===== config.mk =====
export PLATFORM = sky130hd
export DESIGN_NAME = bvr_ctrl
export DESIGN_NICKNAME = d
export VERILOG_FILES = /design/src/rtl/bvr_pkg.sv /design/src/rtl/bvr_ctrl.sv
export SDC_FILE = /design/constraint.sdc
export NUM_CORES = 1
export LEC_CHECK = 0
export BUFFER_PORTS_ARGS = -buffer_cell sky130_fd_sc_hd__buf_2
export CAP_MARGIN = 20
export CORE_AREA = 10 10 47 49
export DETAILED_ROUTE_END_ITERATION = 12
export DIE_AREA = 0 0 57 59
export PLACE_DENSITY = 0.54
export RECOVER_POWER = 25
export SLEW_MARGIN = 20
export SYNTH_ARGS = -nofsm -noshare
export SYNTH_HDL_FRONTEND = slang
export SYNTH_SLANG_ARGS = --single-unit

===== constraint.sdc =====
create_clock -name clk -period 1.4 [get_ports clk]
set_clock_uncertainty 0.2 [all_clocks]
set_input_delay 0.14 -clock clk [delete_from_list [all_inputs] [get_ports clk]]
set_output_delay 0.14 -clock clk [all_outputs]
set_load 0.005 [all_outputs]

===== src/rtl/bvr_pkg.sv =====
// Shared types and constants for the bounded vector with reverse.
package bvr_pkg;

    localparam int DEPTH_DEF = 1024;
    localparam int WORD_W    = 32;
    localparam int IDX_W     = 12;
    localparam int OP_W      = 2;
    localparam int STAT_W    = 2;
    localparam int CNT_OUT_W = 11;

    typedef enum logic [OP_W-1:0] {
        OP_PUSH    = 2'd0,
        OP_GET     = 2'd1,
        OP_SET     = 2'd2,
        OP_REVERSE = 2'd3
    } op_t;

    typedef enum logic [STAT_W-1:0] {
        ST_OK    = 2'd0,
        ST_RANGE = 2'd1,
        ST_FULL  = 2'd2
    } status_t;

    // Controller to datapath, at most one member high per cycle.
    typedef struct packed {
        logic capture;
        logic exec;
        logic rev_rd_lo;
        logic rev_rd_hi;
        logic rev_wr_lo;
        logic rev_wr_hi;
        logic load_out;
    } dp_cmd_t;

    // Datapath to controller.
    typedef struct packed {
        op_t  op;
        logic rev_more;
    } dp_stat_t;

endpackage


===== src/rtl/bvr_ctrl.sv =====
// Controller: sequences each operation and the reverse swap loop, owns the output valid.
module bvr_ctrl (
    input  logic              clk,
    input  logic              rst_n,
    input  logic              in_valid,
    output logic              in_ready,
    output logic              out_valid,
    input  logic              out_ready,
    input  bvr_pkg::dp_stat_t stat,
    output bvr_pkg::dp_cmd_t  cmd
);

    typedef enum logic [2:0] {
        S_IDLE,
        S_EXEC,
        S_REV_A,
        S_REV_B,
        S_REV_C,
        S_REV_D,
        S_RESULT
    } state_t;

    state_t state_reg, state_next;
    logic   out_valid_reg, out_valid_next;

    assign in_ready  = (state_reg == S_IDLE);
    assign out_valid = out_valid_reg;

    always_comb
    begin
        state_next = state_reg;
        cmd        = '0;
        case (state_reg)
            S_IDLE:
            begin
                if (in_valid)
                begin
                    cmd.capture = 1'b1;
                    state_next  = S_EXEC;
                end
            end
            S_EXEC:
            begin
                cmd.exec   = 1'b1;
                state_next = (stat.op == bvr_pkg::OP_REVERSE) ? S_REV_A : S_RESULT;
            end
            S_REV_A:
            begin
                if (stat.rev_more)
                begin
                    cmd.rev_rd_lo = 1'b1;
                    state_next    = S_REV_B;
                end
                else
                begin
                    state_next = S_RESULT;
                end
            end
            S_REV_B:
            begin
                cmd.rev_rd_hi = 1'b1;
                state_next    = S_REV_C;
            end
            S_REV_C:
            begin
                cmd.rev_wr_lo = 1'b1;
                state_next    = S_REV_D;
            end
            S_REV_D:
            begin
                cmd.rev_wr_hi = 1'b1;
                state_next    = S_REV_A;
            end
            S_RESULT:
            begin
                if (!out_valid_reg || out_ready)
                begin
                    cmd.load_out = 1'b1;
                    state_next   = S_IDLE;
                end
            end
            default:
            begin
                state_next = S_IDLE;
            end
        endcase
    end

    always_comb
    begin
        if (cmd.load_out)
        begin
            out_valid_next = 1'b1;
        end
        else if (out_ready)
        begin
            out_valid_next = 1'b0;
        end
        else
        begin
            out_valid_next = out_valid_reg;
        end
    end

    always_ff @(posedge clk or negedge rst_n)
    begin
        if (!rst_n)
        begin
            state_reg     <= S_IDLE;
            out_valid_reg <= 1'b0;
        end
        else
        begin
            state_reg     <= state_next;
            out_valid_reg <= out_valid_next;
        end
    end

endmodule


Word level (Yosys, flattened, before mapping)
Cells that the tools add are included.

Register bits after elaboration: 4. Logic and storage cells: 33.

Equal/unequal tests: 9. Multiplexer cells: 17. Reduce and logical (&&, ||, !) cells: 5.

Operators by type and width (number): one-hot mux 3 bit (7 select lines) (1); two-way mux 1 bit (12); two-way mux 3 bit (4); == test 3 bit (second input constant) (3); == test 3 x 2 -> 1 bit (second input constant) (2); != test 2 bit (second input constant) (2); == test 3 x 1 -> 1 bit (second input constant) (1); zero test 3 bit (1); == test 2 bit (second input constant) (1); AND reduction 2 bit (1); nonzero test 2 bit (1); zero test 1 bit (1); logical OR 1 bit (1).

Depth between registers and ports, before layout
Gate-level depths: netlist of the first run.

Depth in word-level cells: 5. Mapped depth: 4.

Worst setup path after synthesis of the first run
Ideal clock, no wire load.

Path kind: register -> output. Start: reg state_reg[1]. End: out cmd[6] in the netlist's numbering. Arrival time: 870 ps. Path slack: 190 ps. Stages on the path, launching flop included: 4. Buffers on the path: 1. Cell sequence: dfrtp_1 -> buf_2 -> nor3_2 -> and2_1.

RTL lines: start: declaration (line bvr_ctrl.sv:23) `state_t state_reg, state_next;`; start signal: assignment (line bvr_ctrl.sv:114) `state_reg <= state_next;`; end: declaration (line bvr_ctrl.sv:10) `output bvr_pkg::dp_cmd_t cmd`.

==> impl_metrics.ini, run 1 <==
[placed_design]
io_buffers = 15
post-place-ws_ns = 0.107
hpwl_um = 609
gp_congestion = 0.742

[detailed_routing]
drtAntennaViolNets = 0
viasPerCell = 4.38
wl_um = 838
wl_met2_um = 432
wl_met3_um = 53
drc = 0
wl_met1_um = 324
wire_per_inst_um = 11.8
first_pass_iters = 1
vias = 311
drt-initial-drc-count = 0
top_layer = met4

[worst_setup_path]
slowest_delay_ns = 0.44
critPathTopFamily = flip-flops
ff2ff_path_depth = 4
rr_endpoint = state_reg[2]
startpoint = state_reg[1]
crit_path_cell_trace = nor3_2, and2_1, buf_2
worstSetupStartpointType = flop
critPathKind = flop to output pin
cp_slowest_cell = dfrtp_2
endpoint = cmd[6]
crit_cells = 3
path_buf_inv = 1
worstPathMaxFanout = 7
r2r-start = state_reg[2]
r2r_slack_ns = 0.13
worstPathRequired_ns = 1.06
arrival_ns = 1.09
crit_path_end_kind = output pin

[global_route]
grt_pass1_vias = 316
grt_usage_pct = 5.19
grt_pass1_wl_mm = 1.32
grt_max_degree = 8
antenna_found_initial = 0
grt_remaining_overflow = 0

[sta]
finalCritPeriodShare_pct = 102
fin_ws_ns = -0.0349
worst_pin_slew_ns = 0.233
whs_ns = 0.00492
hold_violations = 0
slew_violations = 0
maxClockFrequency_mhz = 697
grt_setup_unrepaired = true
setup_viol = 1
relSlewSlack_pct = 84.4
min_period_ns = 1.43

[run_status]
outcome = finished, violations left
violations = negative setup slack

[yosys]
syn-instance-count = 33
syn-num-nets = 40
yosys_warnings = 0
ys_ff_latch = 4
syn_area_um2 = 288
synth_area_per_cell_um2 = 8.72
ys_seq_area_share_pct = 34.8
synth_cell_types = 21

[clock_network]
clockBufferDepth = 2
clock_sinks = 4
insertion_delay_ns = 0.23
tritoncts = built
htree_levels = 1
clk_pin_slew_ns = 0.04
cts_buffers = 3
cts-root-buf = clkbuf_4

[pwr]
powerDensity_nw_per_um2 = 2240
vdd_drop_max_v = 0.000666
leakage_uw = 0.000239

[final_layout]
fin_util_pct = 31.7
largest_register_ffs = 3
final_layout_size_suffix_gt1_share_pct = 60.0
syn_to_final_growth_pct = 54.3
antenna_cells = 0
nNetsFinal = 64

[die]
row_count = 14
die_y_um = 59
num_io_pins = 16
core_um2 = 1400
chipWidth_um = 57
initial_core_util_pct = 20.5
dieArea_um2 = 3360

[min_path]
min_path_type = input pin to flop
hold_start = stat[0]

[job]
maxCapViolations = 0
==> cell usage after synthesis <==
master    n  area (um^2)
a211oi_2  1         12.5
o21ai_0   1         5.00
and3_1    1         6.26
buf_2     2         10.0
inv_1     1         3.75
inv_4     1         6.26
nand2b_4  2         27.5
a211oi_1  1         7.51
nor3_2    1         10.0
nand2b_1  1         6.26
o22a_1    1         8.76
nand2_1   3         11.3
buf_4     1         7.51
a31oi_1   1         6.26
a21o_1    1         7.51
and2_1    1         6.26
nor2_1    5         18.8
buf_6     1         11.3
a21oi_1   1         5.00
nor3_1    2         10.0
dfrtp_1   4          100
==> power by group <==
part / internal, uW / switching, uW / total [uW]
clock network: 95.6 / 43.1 / 139
registers: 183 / 106 / 289
logic: 323 / 244 / 567
total: 602 / 393 / 995
==> layout make-up <==
class | count | area (um^2)
Multi-Input combinational cell | 23 | 151
Inverter | 2 | 10.0
Fill cell | 168 | 957
Tap cell | 16 | 20.0
Sequential cell | 4 | 104
Clock buffer | 3 | 22.5
Timing Repair Buffer | 23 | 136
==> through the flow <==
stage | instances | instance area, um^2 | setup TNS (ns) | power [uW]
after floorplan | 33 | 288 | 0 | 603
after global placement | 60 | 354 | 0 | 700
after detailed placement | 60 | 354 | 0 | 707
after CTS | 70 | 438 | -0.0474 | 985
after global routing | 71 | 444 | -0.406 | 1080
final | 71 | 444 | -0.0349 | 995
==> worst register-to-register path, delay by kind of cell, from the launching register on <==
kind | cells | cell delay (ns)
buffers and inverters | 2 | 0.21
AOI/OAI and AO/OA | 2 | 0.35
DFF | 1 | 0.45
==> cells in the final DEF (no fill, tap or decap), drive strengths merged <==
cell type and count:
a31oi 1, and2 1, o21ai 1, o22a 1, inv 2, nand2 3
nand2b 3, buf 21, dlygate4sd3 1, and3 1, a21o 1, a211oi 2
clkbuf 4, nor2 5, nor3 3, dfrtp 4, a21oi 1
==> worst min-delay path by stage <==
stage,cells after the start,end,slack (ns)
global route,3,state_reg[0],0.03
CTS,3,state_reg[0],0.007
detailed placement,1,state_reg[0],-0.25
finish,3,state_reg[0],0.005
floorplan,0,out_valid,-0.36
global placement,1,state_reg[0],-0.25
==> layer usage <==
layer,vias up,GRT usage (%)
met2,9,8.22
met3,2,2.79
li1,155,-
met5,-,0
met1,145,4.29
met4,0,6.04
==> what timing repair did <==
action,CTS,global route
pin swaps,1,0
hold buffers,1,0
resized for setup,4,0
endpoints found under the hold margin,4,0
buffers inserted,6,1
endpoints found under the setup margin,8,7
==> cells by family after synthesis <==
family	count (synthesis)	share of synthesized area, %
AND/OR/NAND/NOR	16	33.5
flip-flops	4	34.8
buffers and inverters	6	13.5
AO/OA/AOI/OAI	7	18.3
(Power assumes the default switching activity.)
==> inputs of run 2 (changes only) <==
--- a/config.mk
+++ b/config.mk
@@ -8,7 +8,7 @@
 export BUFFER_PORTS_ARGS = -buffer_cell sky130_fd_sc_hd__buf_2
 export CAP_MARGIN = 20
-export CORE_AREA = 10 10 47 49
+export CORE_AREA = 2 2 39 41
 export DETAILED_ROUTE_END_ITERATION = 12
-export DIE_AREA = 0 0 57 59
+export DIE_AREA = 0 0 41 43
 export PLACE_DENSITY = 0.54
 export RECOVER_POWER = 25
==> constraint.sdc (replaced) <==
create_clock -name clk -period 1.4 [get_ports clk]
set_clock_uncertainty 0.2 [all_clocks]
set_input_delay 0.14 -clock clk [delete_from_list [all_inputs] [get_ports clk]]
set_output_delay 0.14 -clock clk [all_outputs]
set_load 0.02 [all_outputs]
==> run 2 against run 1 <==
Against the previous run:
- the flow still finishes with violations (negative setup slack)
- count of clock-buffer cells in the layout did not move
- non-clock buffer count rose by 2
- core utilization rose by 4.1 points
- wire length fell by 7.5%
- sequential share of layout area fell by 2.4 points
- global-route usage rose by 6.2 points
- sequential power rose by 4%
- final cell count rose by 2.8%
- clock power rose by 12%
- hold slack improved by 0.0019 ns
- worst setup slack got worse by 0.071 ns
- largest power group unchanged
- highest routed layer unchanged
==> impl_metrics.ini, run 2 (synthesized netlist as in run 1, its figures left out) <==
[detailed_routing]
wl_met2_um = 392
drtAntennaViolNets = 0
wl_met1_um = 297
wire_per_inst_um = 10.6
wl_met3_um = 60
drt-initial-drc-count = 4
first_pass_iters = 3
wl_um = 775
top_layer = met4
drc = 0
viasPerCell = 4.42
vias = 323

[worst_setup_path]
slowest_delay_ns = 0.45
critPathTopFamily = flip-flops
worstPathRequired_ns = 1.06
cp_slowest_cell = dfrtp_2
endpoint = cmd[6]
r2r-start = state_reg[1]
crit_path_end_kind = output pin
worstPathMaxFanout = 7
worstSetupStartpointType = flop
startpoint = state_reg[1]
crit_path_cell_trace = nor3_4, and2_4, buf_6
critPathKind = flop to output pin
arrival_ns = 1.17
crit_cells = 3
ff2ff_path_depth = 4
path_buf_inv = 1
r2r_slack_ns = 0.06
rr_endpoint = state_reg[0]

[final_layout]
final_common_cell = buf_4
largest_register_ffs = 3
nNetsFinal = 66
syn_to_final_growth_pct = 72.2
final_cell_mix = buf_4, buf_2, nor2_1
final_layout_size_suffix_gt1_share_pct = 63.2
antenna_cells = 0
fin_util_pct = 35.8

[die]
dieArea_um2 = 1760
initial_core_util_pct = 20.8
chipWidth_um = 41
row_count = 14
die_y_um = 43
num_io_pins = 16
core_um2 = 1380

[job]
maxCapViolations = 0

[clock_network]
htree_levels = 1
insertion_delay_ns = 0.25
tritoncts = built
clockBufferDepth = 2
cts_buffers = 3
clk_pin_slew_ns = 0.04
clock_sinks = 4
cts-root-buf = clkbuf_4

[global_route]
antenna_found_initial = 0
grt_max_degree = 8
grt_remaining_overflow = 0
grt_pass1_wl_mm = 1.27
grt_usage_pct = 11.4
grt_pass1_vias = 326

[sta]
maxClockFrequency_mhz = 664
min_period_ns = 1.51
tns_ns = -0.653
setup_viol = 8
grt_setup_unrepaired = true
slew_violations = 0
worst_pin_slew_ns = 0.251
fin_ws_ns = -0.105
finalCritPeriodShare_pct = 108
hold_violations = 0
relSlewSlack_pct = 83.2
whs_ns = 0.00679

[run_status]
outcome = finished, violations left
violations = negative setup slack

[pwr]
powerDensity_nw_per_um2 = 2510
vdd_drop_max_v = 0.000678
leakage_uw = 0.000255

[min_path]
min_path_type = input pin to flop

[placed_design]
io_buffers = 15
gp_congestion = 0.733
run 2: cell types whose count changed in the layout (fill, tap and decap cells not counted):
cell and delta:
and2_1 -1, buf_6 +2, nor3_1 -1, nor3_4 +1, and2_4 +1, nand2_2 -1, buf_2 -7, nand2_1 +1
buf_4 +7
run 2: through the flow:
| step | std cells | power, uW | instance area [um^2] | setup slack [ns] |
|---|---|---|---|---|
| floorplan | 33 | 740 | 295 | 0.0264 |
| global placement | 61 | 846 | 369 | 0.0447 |
| detailed placement | 61 | 849 | 369 | 0.0527 |
| CTS | 72 | 1210 | 487 | -0.111 |
| global route | 73 | 1340 | 495 | -0.165 |
| finish | 73 | 1240 | 495 | -0.105 |
run 2: what timing repair did:
action	CTS	global route
pin swaps	2	0
gates cloned	0	0
buffers inserted	7	1
gates resized for setup	13	1
hold endpoints to repair	4	0
hold buffers	1	0
endpoints found under the setup margin	8	8
run 2: how the worst min path moves through the flow:
| stage | endpoint | start | slack (ns) | cells past startpoint |
|---|---|---|---|---|
| detailed placement | out_valid | rst_n | -0.24 | 1 |
| global placement | out_valid | rst_n | -0.24 | 1 |
| global route | out_valid | out_ready | 0.02 | 3 |
| floorplan | out_valid | rst_n | -0.36 | 0 |
| finish | out_valid | out_ready | 0.007 | 3 |
| CTS | state_reg[0] | stat[0] | 0.01 | 3 |
run 2: area by class of cell:
type | count | area [um^2]
clock buffers | 3 | 22.5
fillers | 140 | 888
inverters | 2 | 10.0
multi-input cells | 23 | 163
flip-flops and latches | 4 | 104
well taps | 16 | 20.0
repair buffers | 25 | 176
run 2: power by group:
part / leakage [uW] / internal [uW] / switching [uW]
registers: 0.0000468 / 183 / 118
clock network: 0.0000138 / 96.6 / 58.6
logic: 0.000195 / 420 / 369
total: 0.000255 / 699 / 546
run 2: per-layer routing:
layer	vias up	global-route usage, %
met5	-	0
li1	159	-
met3	5	6.28
met4	0	8.00
met1	147	12.0
met2	12	16.3
run 2: worst register-to-register path, stage by stage (launching register included):
cell	delay, ns
dfrtp_2	0.45
buf_4	0.16
buf_4	0.13
nor3_1	0.19
a211oi_1	0.08
==> inputs of run 3 (changes only) <==
Clock period 1.4 ns to 1.41 ns, I/O delays scaled along.
==> run 3 against run 2 <==
Against the previous run:
- the flow still finishes with violations (negative setup slack)
- largest cell class is now multi-input gates
- wire length grew 0.65%
- register-to-register slack is essentially flat
- critical path depth is the same
- first-iteration DRC count grew 75%
- core utilization grew 1.1 points
- combinational power grew 3.8%
- critical path type unchanged
- via count shrank 2.5%
- final area grew 3.0%
- sequential share of layout area shrank 0.62 points
==> impl_metrics.ini, run 3 (synthesized netlist as in run 1, its figures left out) <==
[run_status]
outcome = finished, violations left
violations = negative setup slack

[worst_setup_path]
ff2ff_path_depth = 4
worstSetupStartpointType = flop
worstPathMaxFanout = 5
critPathKind = flop to output pin
arrival_ns = 1.14
r2r_slack_ns = 0.06
worstPathRequired_ns = 1.07
crit_path_end_kind = output pin

[pwr]
powerDensity_nw_per_um2 = 2450
vdd_drop_max_v = 0.000915
pwr-share-comb_pct = 65.4
leakage_uw = 0.000254
switching_power_uw = 569
power.internal_uw = 684
p_seq_share_pct = 23.3
swShare_pct = 45.4
p_clk_share_pct = 11.3

[final_layout]
final_cell_mix = buf_4, buf_2, buf_6
largest_register_ffs = 3
fillers = 145
syn_to_final_growth_pct = 77.4
final_common_cell = buf_4
final_layout_size_suffix_gt1_share_pct = 66.1
nNetsFinal = 65
antenna_cells = 0

[placed_design]
post-place-ws_ns = 0.0865
io_buffers = 15
gp_congestion = 0.775

[die]
num_io_pins = 16
initial_core_util_pct = 20.8
die_y_um = 43
core_um2 = 1380
row_count = 14
dieArea_um2 = 1760
chipWidth_um = 41

[global_route]
grt_usage_pct = 10.4
grt_pass1_vias = 288
grt_remaining_overflow = 0
grt_pass1_wl_mm = 1.15
grt_max_degree = 8
antenna_found_initial = 0

[detailed_routing]
wl_um = 780
first_pass_iters = 2
wire_per_inst_um = 10.8
viasPerCell = 4.38
drt-initial-drc-count = 7
drtAntennaViolNets = 0
vias = 315
drc = 0

[sta]
slew_violations = 0
grt_setup_unrepaired = true
min_period_ns = 1.48
worst_pin_slew_ns = 0.222
fin_ws_ns = -0.0667
hold_violations = 0
tns_ns = -0.282
relSlewSlack_pct = 85.2
finalCritPeriodShare_pct = 105
setup_viol = 6
maxClockFrequency_mhz = 677

[min_path]
min_path_type = input pin to flop
holdPathStages = 3

[clock_network]
clock_sinks = 4
insertion_delay_ns = 0.24
tritoncts = built
cts-root-buf = clkbuf_4
cts_buffers = 3
htree_levels = 1
clk_pin_slew_ns = 0.04
clockBufferDepth = 2

[job]
maxCapViolations = 0
run 3: path summary, 6_finish.rpt:
| kind | startpoint | end |
|---|---|---|
| worst max-delay path | state_reg[1] | cmd[6] |
| worst min-delay path | out_ready | out_valid |
| worst max register to register | state_reg[1] | state_reg[2] |
| worst min register to register | state_reg[0] | state_reg[0] |
| max in group asynchronous | rst_n | state_reg[0] |
| min in group asynchronous | rst_n | out_valid |
run 3: stage by stage:
stage / instance area, um^2 / std cells / power, uW / util [%] / hold WS, ns
2_1_floorplan: 295 / 33 / 735 / - / -0.355
3_3_place_gp: 369 / 61 / 838 / 26.7 / -0.249
3_5_place_dp: 369 / 61 / 839 / 26.7 / -0.248
4_1_cts: 467 / 70 / 1150 / 33.7 / 0.0170
5_1_grt: 510 / 72 / 1350 / 36.9 / 0.0548
6_report: 510 / 72 / 1250 / 36.9 / 0.0350
run 3: routing by layer:
metal	wire [um]	up-vias	share of wire (%)	track usage, %
li1	-	154	-	-
met1	327	148	42	12.0
met2	390	11	50	14.1
met3	48	2	6.2	4.71
met4	13	0	1.7	8.00
met5	0	-	0	0
run 3: cell type report:
class	count	area (um^2)	area share (%)
multi-input cells	23	180	35.3
repair buffers	24	174	34.1
inverters	2	10.0	1.96
well taps	16	20.0	3.92
clock buffers	3	22.5	4.41
flip-flops and latches	4	104	20.3
run 3: power by group through the flow:
stage | combinational [uW] | clock, uW | sequential [uW]
after detailed placement | 530 | 0 | 309
after global routing | 890 | 161 | 298
after CTS | 717 | 149 | 286
after floorplan | 521 | 0 | 214
after global placement | 529 | 0 | 309
final | 819 | 142 | 292
run 3: what timing repair did:
action	in CTS	in global routing
hold buffers	1	0
endpoints found under the hold margin	4	0
pin swaps	0	3
setup buffers	5	2
endpoints found under the setup margin	8	8
gates resized for setup	12	8
run 3: critical path: stages (launching register included):
cell     delay, ns
dfrtp_2       0.44
nor3_4        0.19
and2_4        0.16
buf_6         0.10
